File: src/rtl/rvd_pkg.sv
// Shared types and constants for the varint run-length decoder.
// No dependencies; imported by rvd_run_check and rle_varint_run_decoder_unit.
package rvd_pkg;

    // Decoder phase: which kind of byte the stream expects next
    typedef enum logic [2:0] {
        PH_HEADER   = 3'd0,
        PH_RAW      = 3'd1,
        PH_PAIR_VAL = 3'd2,
        PH_PAIR_CNT = 3'd3,
        PH_ALT_V0   = 3'd4,
        PH_ALT_V1   = 3'd5,
        PH_ALT_CNT  = 3'd6
    } phase_t;

    // Stream header codes
    localparam logic [7:0] HDR_RAW    = 8'd0;
    localparam logic [7:0] HDR_PAIR   = 8'd1;
    localparam logic [7:0] HDR_ALT    = 8'd2;
    localparam logic [7:0] HDR_ABSENT = 8'd3;

    // Result status codes
    localparam logic [1:0] ST_OK      = 2'd0;
    localparam logic [1:0] ST_BADHEAD = 2'd1;
    localparam logic [1:0] ST_OVER    = 2'd2;
    localparam logic [1:0] ST_ABSENT  = 2'd3;

    // Varint byte layout
    localparam int MORE_BIT   = 7;
    localparam int GROUP_BITS = 7;

    // Register addresses (byte addresses on the configuration port)
    localparam logic [2:0] ADDR_ENTRY_COUNT = 3'd0;

    // Outcome of checking one run against the remaining entry count
    typedef struct packed {
        logic over;   // run goes past the configured count
        logic exact;  // run ends exactly on the configured count
    } run_chk_t;

endpackage

File: src/rtl/rle_varint_run_decoder_unit.sv
// Top level of the varint run-length decoder: byte stream in, runs out.
// Depends on rvd_pkg and rvd_run_check.
//
// Usage:
// The slave stream takes one compressed byte per transaction (s_axis_tdata).
// The first byte of a stream is a mode header: raw, value/varint pairs,
// alternating values with varint counts, or absent. Each completed run is
// sent on the master stream as value, start index and length in tdata, with
// the status code in tuser and tlast marking the final run of a stream
// (count covered, run past the count, unknown header or absent table).
// Raw, pair and alternating headers, value bytes and non-final varint bytes
// produce no transaction. The user writes the entry count over the APB port
// at address 0 only while idle; the block itself does not enforce this.
// An accepted byte goes through the input register, then the result register.
// Throughput is one byte per cycle while the receiver keeps up; the per-byte
// state update is a 32-bit subtract, compare and add.
// When the receiver stalls, the result register holds its transaction and
// the input register can still take one more byte before tready drops.
// Reset returns the decoder to expecting a header with position zero and
// sets the entry count to one.
module rle_varint_run_decoder_unit
    import rvd_pkg::*;
(
    input  logic        clk,
    input  logic        rst_n,
    // APB configuration port
    input  logic        psel,
    input  logic        penable,
    input  logic        pwrite,
    input  logic [2:0]  paddr,
    input  logic [31:0] pwdata,
    output logic [31:0] prdata,
    output logic        pready,
    // Compressed byte stream
    input  logic        s_axis_tvalid,
    output logic        s_axis_tready,
    input  logic [7:0]  s_axis_tdata,   // [7:0] stream_byte
    // Decoded runs
    output logic        m_axis_tvalid,
    input  logic        m_axis_tready,
    output logic [79:0] m_axis_tdata,   // [7:0] run_value, [39:8] run_start,
                                        // [72:40] run_length, [79:73] zero
    output logic [1:0]  m_axis_tuser,   // [1:0] status
    output logic        m_axis_tlast    // finished
);

    logic [31:0] entry_count_reg;

    logic        in_valid_reg;
    logic [7:0]  in_byte_reg;
    logic        advance;
    logic        fire;

    phase_t      phase_reg, phase_next;
    logic [31:0] acc_reg, acc_next;
    logic [31:0] pos_reg, pos_next;
    logic [7:0]  pend_reg, pend_next;
    logic [7:0]  alt0_reg, alt0_next;
    logic [7:0]  alt1_reg, alt1_next;
    logic        toggle_reg, toggle_next;

    logic [31:0] acc_full;
    logic [31:0] count_m1;
    run_chk_t    chk;
    logic [32:0] run_length;
    logic [31:0] pos_after;

    logic        emit;
    logic [7:0]  emit_value;

    logic        res_valid;
    logic [7:0]  res_value;
    logic [31:0] res_start;
    logic [32:0] res_length;
    logic [1:0]  res_status;
    logic        res_fin;

    logic        out_valid_reg;
    logic [7:0]  out_value_reg;
    logic [31:0] out_start_reg;
    logic [32:0] out_length_reg;
    logic [1:0]  out_status_reg;
    logic        out_fin_reg;

    // Configuration register
    assign pready = 1'b1;
    assign prdata = (paddr == ADDR_ENTRY_COUNT) ? entry_count_reg : 32'd0;

    always_ff @(posedge clk or negedge rst_n)
    begin
        if (!rst_n)
        begin
            entry_count_reg <= 32'd1;
        end
        else if (psel && penable && pwrite && pready && (paddr == ADDR_ENTRY_COUNT))
        begin
            entry_count_reg <= pwdata;
        end
    end

    // Handshake: the byte in the input register is processed when the
    // result register is free or being emptied this cycle.
    assign advance       = !out_valid_reg || m_axis_tready;
    assign fire          = in_valid_reg && advance;
    assign s_axis_tready = !in_valid_reg || advance;

    // Input register
    always_ff @(posedge clk or negedge rst_n)
    begin
        if (!rst_n)
        begin
            in_valid_reg <= 1'b0;
        end
        else if (s_axis_tvalid && s_axis_tready)
        begin
            in_valid_reg <= 1'b1;
        end
        else if (fire)
        begin
            in_valid_reg <= 1'b0;
        end
    end

    always_ff @(posedge clk)
    begin
        if (s_axis_tvalid && s_axis_tready)
        begin
            in_byte_reg <= s_axis_tdata;
        end
    end

    // Varint accumulation and run check
    assign acc_full = {acc_reg[31-GROUP_BITS:0], in_byte_reg[GROUP_BITS-1:0]};
    assign count_m1 = (phase_reg == PH_RAW) ? 32'd0 : acc_full;

    rvd_run_check u_run_check (
        .entry_count    (entry_count_reg),
        .position       (pos_reg),
        .count_m1       (count_m1),
        .chk            (chk),
        .run_length     (run_length),
        .position_after (pos_after)
    );

    // Result for the byte in the input register
    always_comb
    begin
        emit       = 1'b0;
        emit_value = in_byte_reg;
        res_valid  = 1'b0;
        res_value  = 8'd0;
        res_start  = 32'd0;
        res_length = 33'd0;
        res_status = ST_OK;
        res_fin    = 1'b0;

        unique case (phase_reg)
            PH_HEADER:
            begin
                case (in_byte_reg) inside
                    HDR_RAW, HDR_PAIR, HDR_ALT:
                        res_valid = 1'b0;
                    HDR_ABSENT:
                    begin
                        res_valid  = 1'b1;
                        res_status = ST_ABSENT;
                        res_fin    = 1'b1;
                    end
                    default:
                    begin
                        res_valid  = 1'b1;
                        res_status = ST_BADHEAD;
                        res_fin    = 1'b1;
                    end
                endcase
            end
            PH_RAW:
            begin
                emit       = 1'b1;
                emit_value = in_byte_reg;
            end
            PH_PAIR_CNT:
            begin
                if (!in_byte_reg[MORE_BIT])
                begin
                    emit       = 1'b1;
                    emit_value = pend_reg;
                end
            end
            PH_ALT_CNT:
            begin
                if (!in_byte_reg[MORE_BIT])
                begin
                    emit       = 1'b1;
                    emit_value = toggle_reg ? alt1_reg : alt0_reg;
                end
            end
            default:
            begin
                emit = 1'b0;
            end
        endcase

        // A completed run: report it, finishing the stream when the count is met or passed
        if (emit)
        begin
            res_valid  = 1'b1;
            res_value  = emit_value;
            res_start  = pos_reg;
            res_length = run_length;
            res_status = chk.over ? ST_OVER : ST_OK;
            res_fin    = chk.over || chk.exact;
        end
    end

    // Next state of the decoder for the byte in the input register
    always_comb
    begin
        phase_next  = phase_reg;
        acc_next    = acc_reg;
        pos_next    = pos_reg;
        pend_next   = pend_reg;
        alt0_next   = alt0_reg;
        alt1_next   = alt1_reg;
        toggle_next = toggle_reg;

        unique case (phase_reg)
            PH_HEADER:
            begin
                acc_next = 32'd0;
                case (in_byte_reg)
                    HDR_RAW:    phase_next = PH_RAW;
                    HDR_PAIR:   phase_next = PH_PAIR_VAL;
                    HDR_ALT:
                    begin
                        toggle_next = 1'b0;
                        phase_next  = PH_ALT_V0;
                    end
                    default:    phase_next = PH_HEADER;
                endcase
            end
            PH_RAW:
            begin
                phase_next = PH_RAW;
            end
            PH_PAIR_VAL:
            begin
                pend_next  = in_byte_reg;
                phase_next = PH_PAIR_CNT;
            end
            PH_PAIR_CNT:
            begin
                if (in_byte_reg[MORE_BIT])
                begin
                    acc_next = acc_full;
                end
                else
                begin
                    acc_next   = 32'd0;
                    phase_next = PH_PAIR_VAL;
                end
            end
            PH_ALT_V0:
            begin
                alt0_next  = in_byte_reg;
                phase_next = PH_ALT_V1;
            end
            PH_ALT_V1:
            begin
                alt1_next  = in_byte_reg;
                phase_next = PH_ALT_CNT;
            end
            PH_ALT_CNT:
            begin
                if (in_byte_reg[MORE_BIT])
                begin
                    acc_next = acc_full;
                end
                else
                begin
                    acc_next    = 32'd0;
                    toggle_next = !toggle_reg;
                end
            end
            default:
            begin
                // Unused phase encoding: restart the stream
                phase_next = PH_HEADER;
                pos_next   = 32'd0;
                acc_next   = 32'd0;
            end
        endcase

        // A completed run moves the position on
        if (emit)
        begin
            pos_next = pos_after;
        end

        // Any final result returns the decoder to the header phase
        if (res_fin)
        begin
            phase_next = PH_HEADER;
            pos_next   = 32'd0;
            acc_next   = 32'd0;
        end
    end

    // Decoder state registers
    always_ff @(posedge clk or negedge rst_n)
    begin
        if (!rst_n)
        begin
            phase_reg  <= PH_HEADER;
            acc_reg    <= 32'd0;
            pos_reg    <= 32'd0;
            pend_reg   <= 8'd0;
            toggle_reg <= 1'b0;
        end
        else if (fire)
        begin
            phase_reg  <= phase_next;
            acc_reg    <= acc_next;
            pos_reg    <= pos_next;
            pend_reg   <= pend_next;
            toggle_reg <= toggle_next;
        end
    end

    // Alternate values are written before any read
    always_ff @(posedge clk)
    begin
        if (fire)
        begin
            alt0_reg <= alt0_next;
            alt1_reg <= alt1_next;
        end
    end

    // Result register
    always_ff @(posedge clk or negedge rst_n)
    begin
        if (!rst_n)
        begin
            out_valid_reg <= 1'b0;
        end
        else if (advance)
        begin
            out_valid_reg <= fire && res_valid;
        end
    end

    always_ff @(posedge clk)
    begin
        if (fire && res_valid)
        begin
            out_value_reg  <= res_value;
            out_start_reg  <= res_start;
            out_length_reg <= res_length;
            out_status_reg <= res_status;
            out_fin_reg    <= res_fin;
        end
    end

    assign m_axis_tvalid = out_valid_reg;
    assign m_axis_tdata  = {7'd0, out_length_reg, out_start_reg, out_value_reg};
    assign m_axis_tuser  = out_status_reg;
    assign m_axis_tlast  = out_fin_reg;

endmodule

File: src/rtl/rvd_run_check.sv
// Run bounds check: compares a run against the entries left to cover
// and works out the position after the run. Depends on rvd_pkg.
module rvd_run_check
    import rvd_pkg::*;
(
    input  logic [31:0] entry_count,
    input  logic [31:0] position,
    input  logic [31:0] count_m1,     // run length minus one
    output run_chk_t    chk,
    output logic [32:0] run_length,
    output logic [31:0] position_after
);

    logic        has_room;
    logic [31:0] remaining;

    // Entries still to be covered; zero once the position has reached the count
    assign has_room  = entry_count > position;
    assign remaining = has_room ? (entry_count - position) : 32'd0;

    // Length is count_m1 + 1, so length > remaining is count_m1 >= remaining
    assign run_length  = {1'b0, count_m1} + 33'd1;
    assign chk.over    = count_m1 >= remaining;
    assign chk.exact   = has_room && (run_length == {1'b0, remaining});

    assign position_after = position + count_m1 + 32'd1;

endmodule

File: config.mk
export PLATFORM = sky130hd
export DESIGN_NAME = rle_varint_run_decoder_unit
export DESIGN_NICKNAME = d
export VERILOG_FILES = /design/src/rtl/rvd_pkg.sv /design/src/rtl/rle_varint_run_decoder_unit.sv /design/src/rtl/rvd_run_check.sv
export SDC_FILE = /design/constraint.sdc
export NUM_CORES = 1
export LEC_CHECK = 0
export BUFFER_PORTS_ARGS = -buffer_cell sky130_fd_sc_hd__buf_2
export CAP_MARGIN = 15
export CORE_MARGIN = 1.5
export CORE_UTILIZATION = 40
export DETAILED_ROUTE_END_ITERATION = 6
export GPL_TIMING_DRIVEN = 0
export PLACE_DENSITY = 0.65
export SLEW_MARGIN = 20
export SYNTH_ARGS = -nofsm -noshare
export SYNTH_HDL_FRONTEND = slang
export SYNTH_HIERARCHICAL = 1
export SYNTH_SLANG_ARGS = --single-unit
File: constraint.sdc
create_clock -name clk -period 5.9 [get_ports clk]
set_input_delay 1.18 -clock clk [delete_from_list [all_inputs] [get_ports clk]]
set_output_delay 1.18 -clock clk [all_outputs]
set_load 0.005 [all_outputs]
==> results.py <==
metrics = {
    "logic_synthesis": {
        "synth_edf_count": 100,
        "synth.distinct_cells": 98,
        "ys.flop_type": "dfrtp_1",
        "syn_area_per_cell_sq_um": 10.3,
        "ys_ff_latch": 203,
        "yosysWarnings": 6,
        "ys_seq_area_frac": 0.413,
        "async_flop_share": 0.507,
        "syn_area_sq_um": 13500,
        "syn_inst": 1311,
    },
    "sta": {
        "setup_tns_ns": 0,
        "fin_crit_sh": 0.997,
        "worst_pin_slew_ns": 0.958,
        "maxSlewHeadroom": 0.356,
        "skew_ns": 0.0136,
        "fmax_ghz": 0.170,
        "drv_slew": 0,
        "setup_viol": 0,
        "grt_setup_unrepaired": "yes",
        "whs_ns": 0.479,
        "layout_setup_ws_ns": 0.0156,
        "finalHoldViolCount": 0,
        "fin_crit_ns": 5.88,
    },
    "cts": {
        "clockBufferDepth": 3,
        "cts_tree": "built",
        "cts_root_buffer": "clkbuf_16",
        "cts.sinks": 203,
        "numCtsBuffers": 22,
        "clk_pin_slew_ns": 0.06,
        "htreeDepth": 1,
        "hold_buffers": 0,
        "insertion_delay_ns": 0.53,
    },
    "layout": {
        "final_cell_mix": "164 x buf_2, 103 x and2_1, 102 x dfrtp_1",
        "final_layout_size_suffix_gt1_frac": 0.272,
        "syn2layout_area_growth_pct": 21.9,
        "final_common_cell": "buf_2",
        "fin_nets": 1671,
        "fin_cells": 1987,
        "largest_reg_flops": 33,
        "num-fill-cells": 3100,
        "n_antenna_cell": 0,
    },
    "critical_path": {
        "cp_max_fo": 5,
        "reg2reg_depth": 27,
        "critPathArrivalTime_ns": 6.30,
        "critPathRequiredTime_ns": 6.31,
        "slowest_stage": "or4_4",
        "crit_buf_inv": 3,
        "start_kind": "flip-flop",
        "slowest_delay_ns": 0.57,
        "crit_family": "compound AO/OA/AOI/OAI gates",
        "reg2reg_slack_ns": 0.02,
        "cp-end-kind": "flip-flop",
        "critPathKind": "reg -> reg",
        "reg2reg_from": "entry_count_reg[0]",
        "worstReg2RegEnd": "acc_reg[8]",
    },
    "flow_run": {
        "drv_cap": 0,
    },
    "floorplanning": {
        "start_util": 0.404,
        "pin_count": 168,
        "row_count": 67,
        "die-area_sq_um": 34900,
        "die_h_microns": 187,
        "die_w_microns": 187,
        "core_area_sq_um": 33400,
    },
    "global_route": {
        "grt_pass1_wl_microns": 59300,
        "antenna_found_initial": 0,
        "grt_max_degree": 58,
        "grtUsageTotal": 0.215,
        "grt_pass1_vias": 10700,
        "overflow": 0,
    },
    "pwr": {
        "p_per_area_nw_per_um2": 326,
        "power.leakage_nw": 7.34,
        "finalPower_mw": 5.37,
        "peakVddDrop_mv": 0.191,
    },
    "detailed_routing": {
        "postRouteAntennaNets": 0,
        "via_count": 10900,
        "wl_microns": 38400,
        "viasPerCell": 5.49,
        "drt_iter0_drc": 809,
        "first_pass_iters": 5,
        "drc": 0,
        "avgRoutedWirePerCell_microns": 19.3,
    },
    "worst_hold_path": {
        "hold_end": "alt0_reg[1]",
        "min_path_cells": 0,
        "hp-class": "reg -> reg",
        "hold_start": "in_byte_reg[1]",
    },
    "run_status": {
        "outcome": "completed",
    },
    "placed_design": {
        "gp_congestion": 0.925,
        "pre_cts_ws_ns": -2.20,
        "dpl.cell_count": 1928,
        "io_buffers": 159,
        "dp_hpwl_microns": 29300,
    },
}
## worst max path at each step
| stage | from | endpoint | slack, ns | depth (start not counted) |
|---|---|---|---|---|
| 2_1_floorplan | entry_count_reg[0] | acc_reg[10] | 0.06 | 31 |
| 3_3_place_gp | entry_count_reg[0] | pos_reg[28] | -2.21 | 30 |
| 3_5_place_dp | entry_count_reg[0] | pos_reg[0] | -2.20 | 30 |
| 4_1_cts | entry_count_reg[0] | acc_reg[24] | 0.0002 | 27 |
| 5_1_grt | pos_reg[18] | acc_reg[11] | -0.22 | 26 |
| 6_report | entry_count_reg[0] | acc_reg[8] | 0.02 | 27 |
## power by group
group / switching, mW / internal (mW)
Clock: 0.593 / 0.948
Sequential: 0.104 / 1.70
Combinational: 1.18 / 0.844
## cell type report
cell class | instances | area, sq um | share of cell area
multi-input cells | 999 | 7780 | 0.472
clock buffers | 31 | 688 | 0.0417
repair buffers | 186 | 1130 | 0.0686
plain buffers | 53 | 388 | 0.0235
well taps | 448 | 561 | 0.0340
inverters | 58 | 220 | 0.0134
clock inverters | 9 | 136 | 0.00827
flip-flops and latches | 203 | 5580 | 0.338
## Yosys cell counts (4+ instances only)
cell,count,area [sq um]
a211oi_1,6,45.0
a21o_1,22,165
a21oi_1,70,350
a222oi_1,7,70.1
a22o_1,34,298
a22o_2,27,270
a31oi_1,9,56.3
and2_1,104,651
and3_1,14,87.6
and4_1,5,43.8
buf_2,11,55.1
buf_4,11,82.6
buf_6,6,67.6
clkbuf_1,28,105
dfrtp_1,102,2550
edfxtp_1,100,3000
ha_1,96,1200
inv_1,58,218
mux2_2,46,518
nand2_1,81,304
nand2b_1,13,81.3
nand3_1,27,135
nand4_1,22,138
nor2_1,58,218
nor2b_1,49,307
nor3_1,20,100
nor4_1,6,37.5
o2111ai_1,4,35.0
o211ai_1,7,52.6
o21a_1,13,97.6
o21ai_0,42,210
o21bai_1,9,67.6
o22ai_1,4,25.0
o31ai_1,6,45.0
or2_2,4,25.0
xnor2_1,61,534
xor2_1,35,307
## what timing repair did
| action | CTS | global route |
|---|---|---|
| buffers inserted | 9 | 11 |
| cloned | 0 | 3 |
| resized for setup | 38 | 71 |
| pin swaps | 17 | 21 |
| setup endpoints to repair | 62 | 61 |
## logic make-up (layout without fill, tap and decap cells)
group | after synthesis | in the layout | synth area share
multiplexers | 49 | 49 | 0.0406
AND/OR/NAND/NOR | 433 | 433 | 0.177
other | 2 | 8 | 0.000555
buffers and inverters | 115 | 337 | 0.0394
adder cells (fa/ha/maj) | 99 | 99 | 0.0925
flip-flops | 203 | 203 | 0.413
XOR/XNOR | 100 | 100 | 0.0680
AO/OA/AOI/OAI | 310 | 310 | 0.169
## stage by stage
step	util	area, sq um
floorplan	-	13500
global placement	0.446	14900
detailed placement	0.450	15000
CTS	0.480	16100
global route	0.493	16500
finish	0.493	16500
## layer usage
layer,vias up,routed length (microns),track usage
li1,5205,-,-
met1,5290,17000,0.290
met5,-,0,0
met3,60,2120,0.0280
met2,354,18400,0.363
met4,0,869,0.0558
Power figures use the tool's default switching activity.
